===== src/rtl/wpvs_div.sv =====
module wpvs_div #(
   parameter int DW = 11
) (
   input  logic          clock,
   input  logic          reset,
   input  logic          start,
   input  logic [63:0]   dividend,
   input  logic [DW-1:0] divisor,
   output logic          done,
   output logic [63:0]   quotient
);

   logic          busy_ff, busy_in;
   logic [5:0]    cnt_ff, cnt_in;
   logic [DW-1:0] rem_ff, rem_in, div_ff, div_in;
   logic [63:0]   quo_ff, quo_in;
   logic          neg_ff, neg_in;
   logic          done_ff, done_in;
   logic [63:0]   res_ff, res_in;

   logic [DW:0]   rem_sh, diff;
   logic          ge;
   logic [63:0]   quo_nx;

   // restoring division, one quotient bit per cycle
   assign rem_sh = {rem_ff, quo_ff[63]};
   assign diff   = rem_sh - {1'b0, div_ff};
   assign ge     = rem_sh >= {1'b0, div_ff};
   assign quo_nx = {quo_ff[62:0], ge};

   always_comb begin
      busy_in = busy_ff;
      cnt_in  = cnt_ff;
      rem_in  = rem_ff;
      div_in  = div_ff;
      quo_in  = quo_ff;
      neg_in  = neg_ff;
      done_in = 1'b0;
      res_in  = res_ff;
      if (start) begin
         busy_in = 1'b1;
         cnt_in  = 6'd0;
         rem_in  = '0;
         div_in  = divisor;
         quo_in  = dividend[63] ? (~dividend + 64'd1) : dividend;
         neg_in  = dividend[63];
      end else if (busy_ff) begin
         rem_in = ge ? diff[DW-1:0] : rem_sh[DW-1:0];
         quo_in = quo_nx;
         cnt_in = cnt_ff + 6'd1;
         if (cnt_ff == 6'd63) begin
            busy_in = 1'b0;
            done_in = 1'b1;
            res_in  = neg_ff ? (~quo_nx + 64'd1) : quo_nx;
         end
      end
   end

   always_ff @(posedge clock) begin
      if (reset) begin
         busy_ff <= 1'b0;
         cnt_ff  <= 6'd0;
         done_ff <= 1'b0;
      end else begin
         busy_ff <= busy_in;
         cnt_ff  <= cnt_in;
         done_ff <= done_in;
      end
      rem_ff <= rem_in;
      div_ff <= div_in;
      quo_ff <= quo_in;
      neg_ff <= neg_in;
      res_ff <= res_in;
   end

   assign done     = done_ff;
   assign quotient = res_ff;

endmodule


===== config.mk =====
export PLATFORM = sky130hd
export DESIGN_NAME = wpvs_div
export DESIGN_NICKNAME = d
export VERILOG_FILES = /design/src/rtl/wpvs_div.sv
export SDC_FILE = /design/constraint.sdc
export NUM_CORES = 1
export LEC_CHECK = 0
export BUFFER_PORTS_ARGS = -buffer_cell sky130_fd_sc_hd__buf_2
export CAP_MARGIN = 20
export CORE_MARGIN = 3
export CORE_UTILIZATION = 60
export CTS_BUF_LIST = sky130_fd_sc_hd__clkbuf_8
export DETAILED_ROUTE_END_ITERATION = 12
export MAX_ROUTING_LAYER = met4
export PLACE_DENSITY_LB_ADDON = 0.12
export SLEW_MARGIN = 20
export SYNTH_ARGS = -nofsm -noshare
export SYNTH_HDL_FRONTEND = slang
export SYNTH_SLANG_ARGS = --single-unit

===== constraint.sdc =====
create_clock -name clock -period 11.8 [get_ports clock]
set_input_delay 2.95 -clock clock [delete_from_list [all_inputs] [get_ports clock]]
set_output_delay 2.95 -clock clock [all_outputs]
set_load 0.01 [all_outputs]

==> summary.txt <==
Run status
  • Outcome: complete, no violations

Placed design
  • Dpl cells: between 1,000 and 1,500
  • HPWL after DPL: ~15 mm
  • Dpl cell area: between 10,000 and 15,000 sq um
  • # port buffers: around 140
  • Dpl ws: 5.94 ns
  • Routability Congestion: roughly 0.95

Setup path
  • Startpoint types: primary input
  • Worst R2R Setup Slack: between 7 and 8 ns
  • Slowest cell on crit path: nor4_1
  • Endpoint class of the critical path: flip-flop
  • Worst path bufs/invs: 1
  • CP arrival: about 5.6 ns
  • Critical path type: in2reg
  • CP cell instances: buf_2 -> or4_1 -> nor4_1 -> nand4b_1 -> o41ai_1 -> xor2_1 -> a21oi_1
  • CP top delay family: simple AND/OR/NAND/NOR gates
  • Required time of the worst setup path: 11.97 ns
  • Crit Path Max Fanout: 8
  • Peak per-stage delay on the critical path: ~0.66 ns

Cells and area
  • Fin cells: 1,213
  • FILL cells: between 1,000 and 1,500
  • Share of cells above drive strength 1: 0.210
  • Nets: between 1,000 and 1,500
  • Layout area overhead: 13.7%
  • Final Cell Area: roughly 11,000 sq um

Synthesis
  • Post-Syn Nets: 985
  • Synth Cell Area: just over 9000 sq um
  • Fraction of registers with async set/reset: 0
  • Synth Register Bits: approximately 160
  • Synthesized netlist cell count: around 890
  • Seq/Total Area, Yosys: 0.494
  • Post-synth EDFFs: 140
  • Main flop type after synthesis: edfxtp_1
  • Warnings from Yosys: 0
  • Average size of a mapped cell: approximately 10 sq um
  • Distinct cells, synth: 63

Floorplanning
  • Die Wd: roughly 130 um
  • Starting density of the core: 0.627
  • IO Pins: approximately 140
  • Row count: between 40 and 50
  • Floorplan core area: approximately 15,000 sq um
  • Die span in y: 130 um
  • Die ar.: 17,000 sq um

Routing
  • Final ANT Viol Nets: 0
  • Initial DRC count: 742
  • Drt drc: 0
  • Post-DR vias/cell: 6.13
  • Vias: 7,431
  • Final WL: 21.8 mm
  • WL/cell: 17.9 um
  • First-pass DRT Iterations: 5

GRT
  • Global-route wire length before repair: roughly 34 mm
  • GRT Total Usage: 0.266
  • Number of antenna violations at the first check in global routing: 3
  • Largest net degree at the start of global routing: 97
  • Grt ovf: 0
  • Vias in the first global route: between 6,000 and 7,000

Power
  • Maximum vdd drop: between 0.08 and 0.09 mV
  • Leak pwr: between 3 and 4 nW
  • P per Cell Area: 130 nW/um^2

Timing
  • Tcrit/Tclk final: 0.456
  • Slew Viols, Final: 0
  • Final setup violation count: 0
  • WHS: 0.504 ns
  • Fin crit period: 5.38 ns
  • RSZ-0062 raised after global routing: false
  • Final Hold Vio Count: 0
  • Worst-margin pin slew: just under 1 ns
  • Setup TNS: 0 ns
  • F_max: ~190 MHz
  • Clock skew: 0.0122 ns
  • Relative slew slack: 0.337
  • Fin worst setup slack: between 6 and 7 ns

Clock network
  • # hold bufs at CTS: 0
  • CTS tree: yes
  • PostCTS Resize Cnt: 0
  • Setup Buffers After CTS: 0
  • Sink Count: 159
  • Cts bufs inserted: 17
  • CTS clock-pin slew for the worst setup and hold paths: roughly 0.08 ns
  • Clock buffer depth: 2
  • Worst-Skew Late Latency: about 0.46 ns
  • Max H-tree Level: 4
  • Clock Tree Root: clkbuf_8

Min path
  • Hold Crit Class: reg2reg

Job
  • Max_cap viols: 0
==> metal layers <==
layer,track usage,up-vias,wire (um)
li1,-,3595,-
met1,0.342,3467,8960
met2,0.408,309,10400
met3,0.0504,60,1620
met4,0.130,0,813
met5,-,-,0
==> stage by stage <==
stage	utilization	power, mW
floorplan	-	0.869
global placement	0.681	0.932
detailed placement	0.681	0.937
CTS	0.711	1.38
global route	0.713	1.43
finish	0.713	1.37
==> registers in the layout (all words and copies together), names as in the netlist <==
register	count
neg_ff	1
quo_ff	64
busy_ff	1
rem_ff	11
done	1
div_ff	11
quotient	64
cnt_ff	6
==> cells in the mapped netlist, types with 2 or more instances <==
library cell / n / area (sq um)
a211o_1: 2 / 17.5
a211oi_1: 8 / 60.1
a21boi_0: 2 / 15.0
a21o_1: 4 / 30.0
a21oi_1: 70 / 350
a31o_2: 2 / 17.5
a31oi_1: 4 / 25.0
a41oi_1: 4 / 35.0
and3_1: 3 / 18.8
buf_1: 4 / 15.0
buf_2: 5 / 25.0
clkbuf_1: 37 / 139
dfxtp_1: 19 / 380
edfxtp_1: 140 / 4200
ha_1: 14 / 175
inv_1: 25 / 93.8
mux2_2: 2 / 22.5
mux2i_1: 9 / 90.1
nand2_1: 32 / 120
nand2b_1: 10 / 62.6
nand3_1: 12 / 60.1
nand3b_1: 2 / 15.0
nand4_1: 11 / 68.8
nor2_1: 101 / 379
nor2b_1: 6 / 37.5
nor3_1: 17 / 85.1
nor3b_1: 2 / 15.0
nor4_1: 15 / 93.8
nor4_2: 2 / 25.0
o211ai_1: 3 / 22.5
o21a_1: 2 / 15.0
o21ai_0: 35 / 175
o221ai_1: 2 / 17.5
o22ai_1: 2 / 12.5
o31ai_1: 37 / 278
o41ai_1: 30 / 263
o41ai_2: 2 / 32.5
or2_2: 15 / 93.8
or3_1: 27 / 169
or3b_2: 2 / 17.5
or4_1: 18 / 135
or4_4: 3 / 33.8
xnor2_1: 59 / 517
xor2_1: 72 / 631
==> where the power goes <==
group | total, mW | switching [mW] | internal, mW
combinational | 0.225 | 0.126 | 0.0987
sequential | 0.704 | 0.0411 | 0.663
clock | 0.444 | 0.199 | 0.245
total | 1.37 | 0.366 | 1.01
==> worst reg2reg max path, delay by kind of cell, from the launching register on <==
| kind | cells | cell delay, ns |
|---|---|---|
| fa+ha+maj | 3 | 0.64 |
| buf+inv | 2 | 0.27 |
| compound gates | 3 | 0.77 |
| flops | 1 | 0.39 |
| xor+xnor | 1 | 0.14 |
| simple gates | 6 | 2.27 |
==> area by class of cell <==
cell class / count / area [sq um] / area share
antenna: 3 / 7.51 / 0.000711
clock buffer: 20 / 275 / 0.0261
clock inverter: 12 / 166 / 0.0158
inverter: 26 / 97.6 / 0.00924
multi-input combinational: 660 / 4420 / 0.419
sequential: 159 / 4580 / 0.434
tap: 184 / 230 / 0.0218
timing repair buffer: 149 / 778 / 0.0737
==> cells by family (layout without fill, tap and decap cells) <==
kind of cell | after synthesis | count (layout) | share of synthesized area
and+or+nand+nor | 288 | 288 | 0.165
AOI/OAI and AO/OA | 215 | 215 | 0.154
DFF | 159 | 159 | 0.494
xor gates and xnor gates | 131 | 131 | 0.124
buffers and inverters | 73 | 207 | 0.0306
adders and majority gates | 15 | 15 | 0.0210
muxes | 11 | 11 | 0.0121
other | 0 | 3 | 0
==> placed cells by master, fill, tap and decap left out, types with 4 or more instances in the layout <==
cell type	netlist	layout
a211oi_1	8	8
a21o_1	4	4
a21oi_1	70	70
a31oi_1	4	4
a41oi_1	4	4
buf_2	5	141
buf_4	1	7
bufinv_16	0	4
clkbuf_8	0	20
dfxtp_1	19	19
edfxtp_1	140	140
ha_1	14	14
inv_1	25	26
mux2i_1	9	9
nand2_1	32	32
nand2b_1	10	10
nand3_1	12	12
nand4_1	11	11
nor2_1	101	101
nor2b_1	6	6
nor3_1	17	16
nor4_1	15	15
o21ai_0	35	35
o31ai_1	37	37
o41ai_1	30	30
or2_2	15	15
or3_1	27	27
or4_1	18	18
xnor2_1	59	59
xor2_1	72	72
==> final timing paths <==
| kind | startpoint | end | depth (start not counted) |
|---|---|---|---|
| setup / recovery | dividend[8] | quo_ff[41]$_DFFE_PP_ | 7 |
| hold / removal | cnt_ff[5]$_SDFFE_PP0P_ | cnt_ff[5]$_SDFFE_PP0P_ | 2 |
| setup reg to reg | quo_ff[63]$_DFFE_PP_ | quotient[60]$_DFFE_PP_ | 15 |
| hold reg to reg | cnt_ff[5]$_SDFFE_PP0P_ | cnt_ff[5]$_SDFFE_PP0P_ | 2 |
No activity file was read; power rests on OpenSTA's default activity.
