**config.mk**
```make
export PLATFORM = sky130hd
export DESIGN_NAME = wpvs_mul
export DESIGN_NICKNAME = d
export VERILOG_FILES = /design/src/rtl/wpvs_pkg.sv /design/src/rtl/wpvs_mul.sv
export SDC_FILE = /design/constraint.sdc
export NUM_CORES = 2
export LEC_CHECK = 0
export BUFFER_PORTS_ARGS = -buffer_cell sky130_fd_sc_hd__buf_2
export CAP_MARGIN = 20
export CORE_MARGIN = 1
export CORE_UTILIZATION = 55
export CTS_CLUSTER_SIZE = 28
export DETAILED_ROUTE_END_ITERATION = 8
export PLACE_DENSITY = 0.72
export SYNTH_ARGS = -nofsm -noshare
export SYNTH_HDL_FRONTEND = slang
export SYNTH_SLANG_ARGS = --single-unit
```
**constraint.sdc**
```tcl
create_clock -name clock -period 15.6 [get_ports clock]
set_input_delay 3.12 -clock clock [delete_from_list [all_inputs] [get_ports clock]]
set_output_delay 3.12 -clock clock [all_outputs]
set_load 0.05 [all_outputs]
```
**src/rtl/wpvs_pkg.sv**
```systemverilog
package wpvs_pkg;

   // fixed point and defaults
   localparam logic [47:0] Q_ONE           = 48'd16777216;
   localparam int          MAX_PATHS_DEF   = 1024;
   localparam int          MAX_PERIODS_DEF = 64;

   localparam logic [46:0] RISKFREE_RESET = 47'd16944988;
   localparam logic [46:0] DISCOUNT_RESET = 47'd16611105;
   localparam logic [47:0] PENALTY_RESET  = 48'd8388608;
   localparam logic [10:0] PATHS_RESET    = 11'd1;
   localparam logic [6:0]  PERIODS_RESET  = 7'd1;

   // register file
   localparam int CSR_AW = 6;
   localparam int CSR_DW = 64;
   localparam logic [2:0] REG_RISKFREE = 3'd0;
   localparam logic [2:0] REG_DISCOUNT = 3'd1;
   localparam logic [2:0] REG_PENALTY  = 3'd2;
   localparam logic [2:0] REG_PATHS    = 3'd3;
   localparam logic [2:0] REG_PERIODS  = 3'd4;

   typedef struct packed {
      logic signed [47:0] initial_wealth;
      logic signed [47:0] risky_return;
      logic signed [47:0] share_const;
      logic signed [47:0] share_linear;
      logic signed [47:0] share_quad;
      logic signed [47:0] cons_offset;
      logic signed [47:0] cons_slope;
   } req_type;

   typedef struct packed {
      logic [9:0]         path_index;
      logic [5:0]         period_index;
      logic signed [47:0] risky_amount;
      logic signed [47:0] consumption;
      logic signed [47:0] new_wealth;
      logic               done_res;
      logic signed [63:0] mean_value;
   } rsp_type;

   // control toward the shared multiplier
   typedef struct packed {
      logic start;
      logic wide;
   } mul_req_type;

endpackage

```
**src/rtl/wpvs_mul.sv**
```systemverilog
module wpvs_mul (
   input  logic                 clock,
   input  logic                 reset,
   input  wpvs_pkg::mul_req_type mul_req,
   input  logic [63:0]          op_a,
   input  logic [63:0]          op_b,
   output logic                 done,
   output logic [63:0]          result
);

   logic         busy_ff, busy_in;
   logic [2:0]   cnt_ff, cnt_in;
   logic [63:0]  ua_ff, ua_in, ub_ff, ub_in;
   logic         neg_ff, neg_in, wide_ff, wide_in;
   logic [127:0] acc_ff, acc_in;
   logic         done_ff, done_in;
   logic [63:0]  res_ff, res_in;

   logic [31:0]  a_part, b_part;
   logic [63:0]  pp;
   logic [127:0] pp_sh, rnd;
   logic [63:0]  mag, satv;
   logic         over;

   // one 32x32 partial product per cycle
   assign a_part = cnt_ff[1] ? ua_ff[63:32] : ua_ff[31:0];
   assign b_part = cnt_ff[0] ? ub_ff[63:32] : ub_ff[31:0];
   assign pp     = a_part * b_part;

   always_comb begin
      case ({1'b0, cnt_ff[1]} + {1'b0, cnt_ff[0]})
         2'd0:    pp_sh = {64'd0, pp};
         2'd1:    pp_sh = {32'd0, pp, 32'd0};
         default: pp_sh = {pp, 64'd0};
      endcase
   end

   // round half away from zero, then saturate to 48 or 64 bits
   assign rnd  = acc_ff + 128'h80_0000;
   assign mag  = rnd[87:24];
   assign over = (|rnd[127:88]) || (wide_ff ? mag[63] : (|mag[63:47]));
   always_comb begin
      if (neg_ff) begin
         satv = wide_ff ? 64'h8000_0000_0000_0000 : {{17{1'b1}}, 47'd0};
      end else begin
         satv = wide_ff ? 64'h7FFF_FFFF_FFFF_FFFF : {17'd0, {47{1'b1}}};
      end
   end

   always_comb begin
      busy_in = busy_ff;
      cnt_in  = cnt_ff;
      ua_in   = ua_ff;
      ub_in   = ub_ff;
      neg_in  = neg_ff;
      wide_in = wide_ff;
      acc_in  = acc_ff;
      done_in = 1'b0;
      res_in  = res_ff;
      if (mul_req.start) begin
         busy_in = 1'b1;
         cnt_in  = 3'd0;
         ua_in   = op_a[63] ? (~op_a + 64'd1) : op_a;
         ub_in   = op_b[63] ? (~op_b + 64'd1) : op_b;
         neg_in  = op_a[63] ^ op_b[63];
         wide_in = mul_req.wide;
         acc_in  = 128'd0;
      end else if (busy_ff) begin
         if (cnt_ff[2]) begin
            busy_in = 1'b0;
            done_in = 1'b1;
            res_in  = over ? satv : (neg_ff ? (~mag + 64'd1) : mag);
         end else begin
            acc_in = acc_ff + pp_sh;
            cnt_in = cnt_ff + 3'd1;
         end
      end
   end

   always_ff @(posedge clock) begin
      if (reset) begin
         busy_ff <= 1'b0;
         cnt_ff  <= 3'd0;
         done_ff <= 1'b0;
      end else begin
         busy_ff <= busy_in;
         cnt_ff  <= cnt_in;
         done_ff <= done_in;
      end
      ua_ff   <= ua_in;
      ub_ff   <= ub_in;
      neg_ff  <= neg_in;
      wide_ff <= wide_in;
      acc_ff  <= acc_in;
      res_ff  <= res_in;
   end

   assign done   = done_ff;
   assign result = res_ff;

endmodule

```
==> impl_metrics.toml <==
[synth]
synth_top_flop_cell = "edfxtp_1"
yosys_warnings = 0
syn_nets = 8662
avgSynthCellArea_um2 = 8.33
synthesis.area_mm2 = 0.0603
syn_inst = 7237
yosysTopAreaCell = "fa_1"
synth_top_area_frac = 0.298
ys_top_cells_by_area = "fa_1 (30%), edfxtp_1 (9.7%), ha_1 (8.2%), inv_1 (6.2%), nand2_1 (5.9%)"
ys_seq_area_frac = 0.141
synth_most_common_cell = "inv_1"
synth_cell_types = 77
synth_edf_count = 194
synth_seq_cells = 327
synthArstFlopShare = 0
synth_common_cells = "inv_1 (1,001), nand2_1 (955), fa_1 (897), nor2_1 (817), ha_1 (396)"

[floorplanning]
num_rows = 121
die-area_mm2 = 0.111
ios = 197
initial_core_util = 0.554
fp.coreArea_mm2 = 0.109
dieWidth_um = 333
die_h_um = 333

[grt]
antenna_found_initial = 8
grt_max_degree = 74
grt_pass1_wl_mm = 321
grt_overflow = 0
grt_pass1_vias = 52428
grt_use_total = 0.382

[critical_path]
arrival_ns = 14.59
cp_slowest_cell = "dfxtp_4"
r2r-start = "cnt_ff[1]$_SDFFE_PP0P_"
crit_type = "reg2reg"
crit_top_cell = "fa_1"
r2r_slack_ns = 1.54
critPathMaxStageDelay_ns = 0.86
worstSetupEndpointType = "register"
rr_endpoint = "acc_ff[127]$_SDFFE_PP0P_"
cp_max_fo = 42
rr_worst_depth = 39
crit_path_start_kind = "register"
worst_ep_required_time_ns = 16.13

[sta]
finalSetupViolations = 0
clock_skew_ns = 0.0992
fmax_ghz = 0.0711
finalCriticalPeriod_ns = 14.06
drv_slew = 0
maxSlewHeadroom = 0.129
hold_viol_final = 0
period_share = 0.902
rsz0062_at_grt = "false"
worstMarginPinSlew_ns = 1.30
setup_tns_ns = 0

[clocking]
cts_setup_buffers = 0
path_clk_slew_ns = 0.07
numClockSinks = 327
tritoncts = "built"
ctsResizeCount = 0
cts-root-buf = "clkbuf_16"
hold_buffers = 0
cts_max_level = 2
cts_buffer_depth = 3
cts_made_buffers = 42
clkLatencyLatePin_ns = 0.67

[worst_hold_path]
hold_end = "acc_ff[18]$_SDFFE_PP0P_"
whs_path_depth = 2
hold_path.class = "reg2reg"
worstHoldStart = "acc_ff[18]$_SDFFE_PP0P_"

[status]
status = "finished clean"

[layout]
drive_above_1_share = 0.0762
fillers = 9758
layout.nets = 8659
seqCellArea_mm2 = 0.00850
area_delta_synth_final_pct = 6.95
multi_input_area_mm2 = 0.0470

[job]
cap_violations = 0

[detailed_routing]
drc_errors = 0
viasPerCell = 6.23
drtAntennaViolNets = 0
drt-initial-drc-count = 5840
wl_per_cell_um = 24.6
drtPass1Iterations = 6
wl_mm = 214
num_vias = 54065

[placement]
gp_congestion = 1.01
dp_hpwl_mm = 168
numPortBuffers = 196
kinds of logic after synthesis:
kind of cell	count (synthesis)	synth area share
multiplexers	135	0.0237
XOR/XNOR	378	0.0549
AND/OR/NAND/NOR	2460	0.181
adder cells (fa/ha/maj)	1293	0.380
buffers and inverters	1378	0.0859
flip-flops	327	0.141
AO/OA/AOI/OAI	1266	0.133
sequential cells by signal, summed over array words and instances (netlist names):
| signal | cells |
|---|---|
| acc_ff | 128 |
| result | 64 |
| ua_ff | 64 |
| ub_ff | 64 |
| cnt_ff | 3 |
| busy_ff | 1 |
| done | 1 |
| neg_ff | 1 |
| wide_ff | 1 |
worst max-delay path by stage:
stage                           start                  endpoint  slack [ns]  depth (start not counted)
5_1_grt        cnt_ff[0]$_SDFFE_PP0P_  acc_ff[127]$_SDFFE_PP0P_        1.19                         40
6_report       cnt_ff[1]$_SDFFE_PP0P_  acc_ff[127]$_SDFFE_PP0P_        1.54                         39
3_5_place_dp   cnt_ff[1]$_SDFFE_PP0P_  acc_ff[127]$_SDFFE_PP0P_        1.89                         39
2_1_floorplan  cnt_ff[0]$_SDFFE_PP0P_  acc_ff[123]$_SDFFE_PP0P_        3.70                         42
4_1_cts        cnt_ff[0]$_SDFFE_PP0P_  acc_ff[127]$_SDFFE_PP0P_        1.88                         40
3_3_place_gp   cnt_ff[1]$_SDFFE_PP0P_  acc_ff[127]$_SDFFE_PP0P_        1.96                         40
through the flow:
| stage | setup WS (ns) | utilization | cell area (um2) | hold slack [ns] | instances |
|---|---|---|---|---|---|
| after floorplan | 3.70 | - | 60300 | 0.436 | 7237 |
| after global placement | 1.96 | 0.579 | 62900 | 0.443 | 8598 |
| after detailed placement | 1.89 | 0.579 | 62900 | 0.451 | 8599 |
| after CTS | 1.88 | 0.592 | 64400 | 0.460 | 8676 |
| after global routing | 1.19 | 0.593 | 64400 | 0.473 | 8681 |
| final | 1.54 | 0.593 | 64400 | 0.461 | 8684 |
metal layers:
metal | up-vias | track usage | routed length [um]
met2 | 3096 | 0.563 | 91600
met1 | 26619 | 0.518 | 84000
met3 | 572 | 0.124 | 27700
met5 | - | 0.00651 | 156
met4 | 12 | 0.158 | 10200
li1 | 23766 | - | -
placed cells by master (no fill, tap or decap), types with 37 or more instances in the layout:
cell	synthesis	layout
buf_4	0	128
or4_1	39	39
mux2_2	63	63
a21o_1	158	158
and3_1	59	59
a21oi_1	376	376
ha_1	396	396
nand3_1	125	125
inv_1	1001	1001
or3_1	62	62
nor4_1	42	42
and2_1	55	55
xnor2_1	279	279
fa_1	897	897
o21ai_0	296	296
dfxtp_1	133	131
clkbuf_16	0	42
nand2_1	955	955
nand4_1	106	106
nor2_1	817	815
buf_2	2	196
o21bai_1	57	57
a211oi_1	37	37
edfxtp_1	194	194
nor3_1	71	70
o31ai_1	53	53
xor2_1	99	99
critical path: cells and delay by family (launching register included):
family | cells | cell delay (ns)
AOI/OAI and AO/OA | 16 | 4.38
xor gates and xnor gates | 1 | 0.53
adders and majority gates | 10 | 5.02
buffers and inverters | 5 | 0.60
DFF | 1 | 0.86
muxes | 3 | 1.45
and+or+nand+nor | 4 | 1.14
final cells by class:
type,count,share of cell area
multi-input combinational,5532,0.729
sequential,327,0.132
inverter,1001,0.0583
timing repair buffer,330,0.0315
tap,1414,0.0275
clock buffer,51,0.0173
clock inverter,26,0.00493
antenna,3,0.000116
Power is not shown: default switching activity piles up to over one toggle a cycle in this logic, so the estimate is an artifact.
